===== src/hdl/nsr_pkg.sv =====
// Shared types, widths and constants for the Newton-Raphson square root block.
package nsr_pkg;

    localparam int NSR_FRAC_BITS = 16;
    localparam int DATA_W        = 32;
    localparam int WIDE_W        = 2 * DATA_W;
    localparam int ITER_W        = 8;
    localparam int THR_W         = 16;
    localparam int CFG_W         = 16;
    localparam int CFG_IDX_W     = 1;
    localparam int DIV_CNT_W     = $clog2(WIDE_W);

    localparam logic [CFG_IDX_W-1:0] CFG_MAX_ITERATIONS = 1'b0;
    localparam logic [CFG_IDX_W-1:0] CFG_STEP_THRESHOLD = 1'b1;

    localparam logic [ITER_W-1:0] MAX_ITER_RESET = 8'd100;
    localparam logic [THR_W-1:0]  THRESH_RESET   = 16'd7;

    typedef enum logic [2:0] {
        ST_IDLE,
        ST_MUL,
        ST_SUB,
        ST_DIV,
        ST_UPD,
        ST_FINISH
    } nsr_state_t;

    typedef struct packed {
        logic load_in;
        logic mul;
        logic div_start;
        logic upd;
        logic load_out;
    } nsr_cmd_t;

    typedef struct packed {
        logic skip;
        logic div_done;
        logic stop;
    } nsr_status_t;

endpackage


===== src/hdl/nsr_div.sv =====
// Radix-2 restoring divider, one quotient bit per cycle.
module nsr_div
    import nsr_pkg::*;
(
    input  logic              clk,
    input  logic              rst_n,
    input  logic              start,
    input  logic [WIDE_W-1:0] dividend,
    input  logic [DATA_W:0]   divisor,
    output logic              done,
    output logic [WIDE_W-1:0] quotient
);

    logic                 busy_reg, busy_next;
    logic [DIV_CNT_W-1:0] cnt_reg, cnt_next;
    logic [WIDE_W-1:0]    quo_reg, quo_next;
    logic [DATA_W:0]      rem_reg, rem_next;
    logic [DATA_W:0]      den_reg, den_next;
    logic [DATA_W+1:0]    trial;
    logic [DATA_W+1:0]    trial_diff;

    localparam logic [DIV_CNT_W-1:0] CNT_LAST = DIV_CNT_W'(WIDE_W - 1);

    assign trial      = {rem_reg, quo_reg[WIDE_W-1]};
    assign trial_diff = trial - {1'b0, den_reg};
    assign done       = busy_reg && (cnt_reg == CNT_LAST);
    assign quotient   = quo_reg;

    always_comb
    begin
        busy_next = busy_reg;
        cnt_next  = cnt_reg;
        quo_next  = quo_reg;
        rem_next  = rem_reg;
        den_next  = den_reg;
        if (start)
        begin
            busy_next = 1'b1;
            cnt_next  = '0;
            quo_next  = dividend;
            rem_next  = '0;
            den_next  = divisor;
        end
        else if (busy_reg)
        begin
            cnt_next = cnt_reg + 1'b1;
            if (done)
            begin
                busy_next = 1'b0;
            end
            if (!trial_diff[DATA_W+1])
            begin
                rem_next = trial_diff[DATA_W:0];
                quo_next = {quo_reg[WIDE_W-2:0], 1'b1};
            end
            else
            begin
                rem_next = trial[DATA_W:0];
                quo_next = {quo_reg[WIDE_W-2:0], 1'b0};
            end
        end
    end

    always_ff @(posedge clk or negedge rst_n)
    begin
        if (!rst_n)
        begin
            busy_reg <= 1'b0;
            cnt_reg  <= '0;
        end
        else
        begin
            busy_reg <= busy_next;
            cnt_reg  <= cnt_next;
        end
    end

    always_ff @(posedge clk)
    begin
        quo_reg <= quo_next;
        rem_reg <= rem_next;
        den_reg <= den_next;
    end

endmodule


===== src/hdl/nsr_datapath.sv =====
// Datapath: configuration registers, estimate, squaring, division and update.
module nsr_datapath
    import nsr_pkg::*;
#(
    parameter int FRAC_BITS = NSR_FRAC_BITS
)
(
    input  logic                 clk,
    input  logic                 rst_n,
    input  logic                 cfg_write,
    input  logic [CFG_IDX_W-1:0] cfg_index,
    input  logic [CFG_W-1:0]     cfg_data,
    input  logic [DATA_W-1:0]    radicand,
    input  logic [DATA_W-1:0]    initial_guess,
    input  nsr_cmd_t             cmd,
    output nsr_status_t          status,
    output logic [DATA_W-1:0]    root,
    output logic [ITER_W-1:0]    iterations_used,
    output logic                 converged,
    output logic                 divide_by_zero
);

    logic [ITER_W-1:0] max_iter_reg;
    logic [THR_W-1:0]  thr_reg;
    logic [DATA_W-1:0] a_reg;
    logic [DATA_W-1:0] x_reg, x_next;
    logic [WIDE_W-1:0] xx_reg;
    logic              ge_reg;
    logic [ITER_W-1:0] iter_reg, iter_next;
    logic              conv_reg, conv_next;
    logic              dz_reg;
    logic [DATA_W-1:0] root_reg;
    logic [ITER_W-1:0] iters_out_reg;
    logic              conv_out_reg;
    logic              dz_out_reg;

    logic [WIDE_W-1:0] big_a;
    logic              xx_ge;
    logic [WIDE_W-1:0] diff;
    logic              div_done;
    logic [WIDE_W-1:0] quo;
    logic [DATA_W-1:0] q_low;
    logic [DATA_W:0]   sum;
    logic              sat;
    logic [DATA_W-1:0] step;

    assign big_a = WIDE_W'(a_reg) << FRAC_BITS;
    assign xx_ge = xx_reg >= big_a;
    assign diff  = xx_ge ? (xx_reg - big_a) : (big_a - xx_reg);

    nsr_div u_div (
        .clk      (clk),
        .rst_n    (rst_n),
        .start    (cmd.div_start),
        .dividend (diff),
        .divisor  ({x_reg, 1'b0}),
        .done     (div_done),
        .quotient (quo)
    );

    assign q_low = quo[DATA_W-1:0];
    assign sum   = {1'b0, x_reg} + {1'b0, q_low};
    assign sat   = (|quo[WIDE_W-1:DATA_W]) || sum[DATA_W];

    always_comb
    begin
        if (ge_reg)
        begin
            x_next = x_reg - q_low;
            step   = q_low;
        end
        else if (sat)
        begin
            x_next = '1;
            step   = ~x_reg;
        end
        else
        begin
            x_next = sum[DATA_W-1:0];
            step   = q_low;
        end
        conv_next = step < DATA_W'(thr_reg);
        iter_next = iter_reg + 1'b1;
    end

    assign status.skip     = (initial_guess == '0) || (max_iter_reg == '0);
    assign status.div_done = div_done;
    assign status.stop     = conv_next || (iter_next == max_iter_reg);

    always_ff @(posedge clk or negedge rst_n)
    begin
        if (!rst_n)
        begin
            max_iter_reg <= MAX_ITER_RESET;
            thr_reg      <= THRESH_RESET;
        end
        else if (cfg_write)
        begin
            case (cfg_index)
                CFG_MAX_ITERATIONS: max_iter_reg <= cfg_data[ITER_W-1:0];
                CFG_STEP_THRESHOLD: thr_reg      <= cfg_data[THR_W-1:0];
                default:            ;
            endcase
        end
    end

    always_ff @(posedge clk)
    begin
        if (cmd.load_in)
        begin
            a_reg    <= radicand;
            x_reg    <= initial_guess;
            iter_reg <= '0;
            conv_reg <= 1'b0;
            dz_reg   <= (initial_guess == '0);
        end
        if (cmd.mul)
        begin
            xx_reg <= WIDE_W'(x_reg) * WIDE_W'(x_reg);
        end
        if (cmd.div_start)
        begin
            ge_reg <= xx_ge;
        end
        if (cmd.upd)
        begin
            x_reg    <= x_next;
            iter_reg <= iter_next;
            conv_reg <= conv_next;
        end
        if (cmd.load_out)
        begin
            root_reg      <= x_reg;
            iters_out_reg <= iter_reg;
            conv_out_reg  <= conv_reg;
            dz_out_reg    <= dz_reg;
        end
    end

    assign root            = root_reg;
    assign iterations_used = iters_out_reg;
    assign converged       = conv_out_reg;
    assign divide_by_zero  = dz_out_reg;

endmodule


===== src/hdl/nsr_ctrl.sv =====
// Controller state machine sequencing the Newton steps and the result handshake.
module nsr_ctrl
    import nsr_pkg::*;
(
    input  logic        clk,
    input  logic        rst_n,
    input  logic        req_valid,
    output logic        req_stall,
    output logic        res_valid,
    input  logic        res_stall,
    input  nsr_status_t status,
    output nsr_cmd_t    cmd
);

    nsr_state_t state_reg, state_next;
    logic       res_valid_reg, res_valid_next;
    logic       req_accept;
    logic       slot_free;

    assign req_accept = req_valid && (state_reg == ST_IDLE);
    assign slot_free  = !res_valid_reg || !res_stall;

    always_comb
    begin
        state_next = state_reg;
        case (state_reg)
            ST_IDLE:
            begin
                if (req_valid)
                begin
                    state_next = status.skip ? ST_FINISH : ST_MUL;
                end
            end
            ST_MUL:    state_next = ST_SUB;
            ST_SUB:    state_next = ST_DIV;
            ST_DIV:
            begin
                if (status.div_done)
                begin
                    state_next = ST_UPD;
                end
            end
            ST_UPD:    state_next = status.stop ? ST_FINISH : ST_MUL;
            ST_FINISH:
            begin
                if (slot_free)
                begin
                    state_next = ST_IDLE;
                end
            end
            default:   state_next = ST_IDLE;
        endcase
    end

    always_comb
    begin
        cmd            = '0;
        req_stall      = 1'b1;
        res_valid_next = res_valid_reg && res_stall;
        case (state_reg)
            ST_IDLE:
            begin
                req_stall   = 1'b0;
                cmd.load_in = req_accept;
            end
            ST_MUL:    cmd.mul       = 1'b1;
            ST_SUB:    cmd.div_start = 1'b1;
            ST_DIV:    ;
            ST_UPD:    cmd.upd       = 1'b1;
            ST_FINISH:
            begin
                if (slot_free)
                begin
                    cmd.load_out   = 1'b1;
                    res_valid_next = 1'b1;
                end
            end
            default:   ;
        endcase
    end

    always_ff @(posedge clk or negedge rst_n)
    begin
        if (!rst_n)
        begin
            state_reg     <= ST_IDLE;
            res_valid_reg <= 1'b0;
        end
        else
        begin
            state_reg     <= state_next;
            res_valid_reg <= res_valid_next;
        end
    end

    assign res_valid = res_valid_reg;

`ifndef ASSERT_OFF
    a_accept_leaves_idle: assert property (@(posedge clk) disable iff (!rst_n)
        req_valid && !req_stall |=> state_reg != ST_IDLE)
        else $error("accepted transaction did not start work");

    a_finish_delivers: assert property (@(posedge clk) disable iff (!rst_n)
        state_reg == ST_FINISH && slot_free |=> state_reg == ST_IDLE && res_valid_reg)
        else $error("finished transaction was not presented");

    a_continue_loops: assert property (@(posedge clk) disable iff (!rst_n)
        state_reg == ST_UPD && !status.stop |=> state_reg == ST_MUL)
        else $error("iteration did not continue");

    a_stall_only_busy: assert property (@(posedge clk) disable iff (!rst_n)
        state_reg == ST_DIV && !status.div_done |=> state_reg == ST_DIV)
        else $error("left division before quotient was ready");
`endif

endmodule


===== src/hdl/newton_square_root.sv =====
// Top level of the Newton-Raphson square root block.
//
//  channel | direction | handshake              | payload
//  req     | in        | req_valid / req_stall  | radicand, initial_guess
//  res     | out       | res_valid / res_stall  | root, iterations_used, converged,
//          |           |                        | divide_by_zero
//  cfg     | in        | cfg_write              | cfg_index, cfg_data
//
// Each Newton step runs square, subtract, the bit-serial divider and then the update.
// A transaction runs at most max_iterations steps; a zero guess or a zero limit
// skips the steps and goes straight to the final state.
// A new transaction is accepted only when the previous one has been placed in the
// result register; a stalled result holds the block in its final state until taken.
// Reset is asynchronous and active low and restores the register defaults.
module newton_square_root
    import nsr_pkg::*;
#(
    parameter int FRAC_BITS = NSR_FRAC_BITS
)
(
    input  logic                 clk,
    input  logic                 rst_n,
    input  logic                 cfg_write,
    input  logic [CFG_IDX_W-1:0] cfg_index,
    input  logic [CFG_W-1:0]     cfg_data,
    input  logic                 req_valid,
    output logic                 req_stall,
    input  logic [DATA_W-1:0]    radicand,
    input  logic [DATA_W-1:0]    initial_guess,
    output logic                 res_valid,
    input  logic                 res_stall,
    output logic [DATA_W-1:0]    root,
    output logic [ITER_W-1:0]    iterations_used,
    output logic                 converged,
    output logic                 divide_by_zero
);

    nsr_cmd_t    cmd;
    nsr_status_t status;

    nsr_ctrl u_ctrl (
        .clk       (clk),
        .rst_n     (rst_n),
        .req_valid (req_valid),
        .req_stall (req_stall),
        .res_valid (res_valid),
        .res_stall (res_stall),
        .status    (status),
        .cmd       (cmd)
    );

    nsr_datapath #(
        .FRAC_BITS (FRAC_BITS)
    ) u_datapath (
        .clk             (clk),
        .rst_n           (rst_n),
        .cfg_write       (cfg_write),
        .cfg_index       (cfg_index),
        .cfg_data        (cfg_data),
        .radicand        (radicand),
        .initial_guess   (initial_guess),
        .cmd             (cmd),
        .status          (status),
        .root            (root),
        .iterations_used (iterations_used),
        .converged       (converged),
        .divide_by_zero  (divide_by_zero)
    );

endmodule


===== config.mk =====
export PLATFORM = sky130hd
export DESIGN_NAME = newton_square_root
export DESIGN_NICKNAME = d
export VERILOG_FILES = /design/src/hdl/nsr_pkg.sv /design/src/hdl/nsr_div.sv /design/src/hdl/nsr_datapath.sv /design/src/hdl/nsr_ctrl.sv /design/src/hdl/newton_square_root.sv
export SDC_FILE = /design/constraint.sdc
export NUM_CORES = 2
export LEC_CHECK = 0
export BUFFER_PORTS_ARGS = -buffer_cell sky130_fd_sc_hd__clkbuf_2
export CAP_MARGIN = 20
export CORE_MARGIN = 1.5
export CORE_UTILIZATION = 60
export CTS_BUF_LIST = sky130_fd_sc_hd__clkbuf_8
export CTS_CLUSTER_SIZE = 28
export DETAILED_ROUTE_END_ITERATION = 10
export PLACE_DENSITY_LB_ADDON = 0.3
export SYNTH_ARGS = -nofsm -noshare
export SYNTH_HDL_FRONTEND = slang
export SYNTH_SLANG_ARGS = --single-unit

===== constraint.sdc =====
create_clock -name clk -period 8.9 [get_ports clk]
set_input_delay 0.445 -clock clk [delete_from_list [all_inputs] [get_ports clk]]
set_output_delay 0.445 -clock clk [all_outputs]
set_load 0.005 [all_outputs]

==> impl_metrics.toml <==
[clocking]
clk_latency_ns = 0.73
clock-sinks = 344
cts.path.max_buffers = 3
clockRootBuffer = "clkbuf_8"
cts_tree = "done"
htree_num_levels = 3
numCtsBuffers = 66
cts.clk_slew.worst_paths_ns = 0.06

[worst_setup_path]
timing.rr.start = "u_datapath.x_reg[26]$_DFFE_PP_"
path_depth = 24
cp_common_cell = "fa_1"
path_delay_family = "adder cells"
r2r-end = "u_datapath.xx_reg[59]$_DFFE_PP_"
reg2reg_slack_ns = 0.19
worstPathRequired_ns = 9.28
worstPathMaxFanout = 11
crit_chain = "buf_4 -> and2_1 -> ha_1 -> a31o_2 -> fa_1 -> inv_1 -> fa_1 -> fa_1 -> inv_1 -> fa_1 -> fa_1 -> fa_1 -> fa_1 -> ha_1 -> a21o_1 -> a21o_1 -> a21oi_1 -> o21ai_0 -> nand3_1 -> nand3_2 -> a311oi_2 -> nor2_1 -> or3b_2 -> xor2_1"
startpoint_type = "flip-flop"
critPathSlowestCell = "edfxtp_1"
end_kind = "flip-flop"
reg2reg_depth = 24
worstSetupPathType = "flip-flop to flip-flop"
arrival_ns = 9.09
max_stage_delay_ns = 0.93
path_buf_inv = 3

[hold_path]
min_path_cells = 1
hold_end = "u_datapath.a_reg[15]$_DFFE_PP_"
hold_path.startpoint = "radicand[15]"
holdCritPathClass = "input pin to flip-flop"

[final_layout]
stdcell_area_um2 = 56100
largest_register_ffs = 64
final_common_cell = "inv_1"
nNetsFinal = 7048
fillers = 6970
synthToLayoutAreaGrowth_pct = 8.19
drive_gt1_frac = 0.0769
final_cell_mix = "inv_1 (1181), fa_1 (794), ha_1 (476), nand2_1 (457), a21oi_1 (285)"

[floorplanning]
die_x_um = 297
coreArea_um2 = 85400
initial_utilization = 0.607
die_area_um2 = 88200
die_height_um = 297
top_level_ports = 130
rows = 107

[detailed_routing]
antenna_left = 0
initialDrtViolationCount = 4232
first_pass_iters = 8
vias_per_cell = 5.92
route.detailed.drc = 0
routed_wl_mm = 155
vias = 40800
avgRoutedWirePerCell_um = 22.5

[sta]
fin_ws_ns = 0.189
finalCritPeriodShare = 0.979
hold_viol_final = 0
slew_headroom = 0.158
fin_tns_setup_ns = 0
fmax_ghz = 0.115
rsz0062_at_grt = "false"
timing.hold.ws_ns = 0.0285
maxSlewViolCount = 0
layout_min_cycle_time_ns = 8.71
setup_viol = 0
worst_pin_slew_ns = 1.25
fin_skew_ns = 0.0921

[yosys]
synth-main-ff-cell = "edfxtp_1"
synthArstFlopShare = 0.102
synth_edf_count = 276
yosys-top-cells-area = "fa_1 (31%), edfxtp_1 (16%), ha_1 (11%)"
yosys_warnings = 0
ys_seq_area_frac = 0.190
synth.distinct_cells = 85
synth_top_cell_area_share = 0.306
syn_inst = 5560
synth_top_cell_by_area = "fa_1"
synthesis.area_um2 = 51900
avgSynthCellArea_um2 = 9.33
ys_seq_elements = 344

[job]
drv_cap = 0

[grt]
grt_max_degree = 76
grt-ovfl-total = 0
grt_util_all_layers = 0.356
grt_pass1_wl_mm = 240
grt_pass1_vias = 42400
antenna_found_initial = 10

[run_status]
status = "finished, final reports clean"

[placement]
pre_cts_ws_ns = 0.231
port_buffers = 129
globalplace.congestion = 0.976
placed_area_um2 = 54100
place_hpwl_mm = 124
cell usage after synthesis, types with 13 or more instances:
cell type / n
o211ai_1: 20
a21o_1: 99
nand2b_1: 28
and2_1: 213
o21ai_0: 233
nor2b_1: 26
nor4_1: 40
nor3_1: 54
o31ai_1: 13
ha_1: 476
o21bai_1: 50
and3_1: 24
clkbuf_1: 221
o21ai_1: 17
mux2_2: 26
inv_1: 1167
nor2_1: 261
nand3_1: 55
edfxtp_1: 276
a221oi_1: 17
dfrtp_1: 29
a21oi_1: 287
a211oi_1: 31
o21a_1: 25
mux2i_1: 35
or2_2: 14
xor2_1: 97
fa_1: 794
a31oi_1: 36
nand4_1: 51
nand2_1: 458
xnor2_1: 129
a31o_2: 17
dfxtp_1: 33
or3_1: 19
final cells by class:
class,count,area (um^2),share of cell area
repair buffers,295,2190,0.0390
well taps,1144,1430,0.0255
diodes,4,10.0,0.000178
clock buffers,74,1020,0.0181
clock inverters,46,392,0.00698
multi-input cells,3811,36800,0.656
inverters,1174,4410,0.0786
flip-flops and latches,344,9830,0.175
through the flow:
stage | util | std cells
6_report | 0.657 | 6892
5_1_grt | 0.657 | 6889
4_1_cts | 0.654 | 6871
3_5_place_dp | 0.633 | 6710
3_3_place_gp | 0.633 | 6710
2_1_floorplan | - | 5561
timing repair:
| action | CTS | global route |
|---|---|---|
| hold buffers | 41 | 0 |
| hold endpoints to repair | 75 | 0 |
| endpoints found under the setup margin | 0 | 13 |
| gates resized for setup | 0 | 8 |
| buffers inserted | 0 | 15 |
logic make-up after synthesis:
family / Yosys count / share of synthesized area
buf+inv: 1406 / 0.102
xor+xnor: 226 / 0.0382
mux: 61 / 0.0124
simple gates: 1285 / 0.119
compound gates: 967 / 0.117
other cells: 1 / 0.0000723
flops: 344 / 0.190
fa+ha+maj: 1270 / 0.421
worst register-to-register path: stages, from the launching register on:
cell and delay, ns:
edfxtp_1 0.93, buf_4 0.36, and2_1 0.19, ha_1 0.26
a31o_2 0.27, fa_1 0.53, inv_1 0.05, fa_1 0.48
fa_1 0.55, inv_1 0.07, fa_1 0.50, fa_1 0.60
fa_1 0.44, fa_1 0.51, ha_1 0.42, a21o_1 0.22
a21o_1 0.16, a21oi_1 0.14, o21ai_0 0.22, nand3_1 0.19
nand3_2 0.18, a311oi_2 0.40, nor2_1 0.12, or3b_2 0.46
xor2_1 0.16
routing by layer:
| layer | track usage | up-vias | part of all wire |
|---|---|---|---|
| li1 | - | 18200 | - |
| met1 | 0.485 | 20200 | 0.40 |
| met2 | 0.561 | 2071 | 0.45 |
| met3 | 0.0718 | 385 | 0.10 |
| met4 | 0.140 | 4 | 0.042 |
| met5 | 0 | - | 0.00017 |
worst max-delay path by stage:
stage / from / end
after floorplan: u_datapath.x_reg[2]$_DFFE_PP_ / u_datapath.xx_reg[60]$_DFFE_PP_
after global placement: u_datapath.x_reg[20]$_DFFE_PP_ / u_datapath.xx_reg[59]$_DFFE_PP_
after detailed placement: u_datapath.x_reg[21]$_DFFE_PP_ / u_datapath.xx_reg[62]$_DFFE_PP_
after CTS: u_datapath.x_reg[20]$_DFFE_PP_ / u_datapath.xx_reg[59]$_DFFE_PP_
after global routing: u_datapath.x_reg[17]$_DFFE_PP_ / u_datapath.xx_reg[59]$_DFFE_PP_
final: u_datapath.x_reg[26]$_DFFE_PP_ / u_datapath.xx_reg[59]$_DFFE_PP_
Power is not shown: default switching activity piles up to over one toggle a cycle in this logic, so the estimate is an artifact.
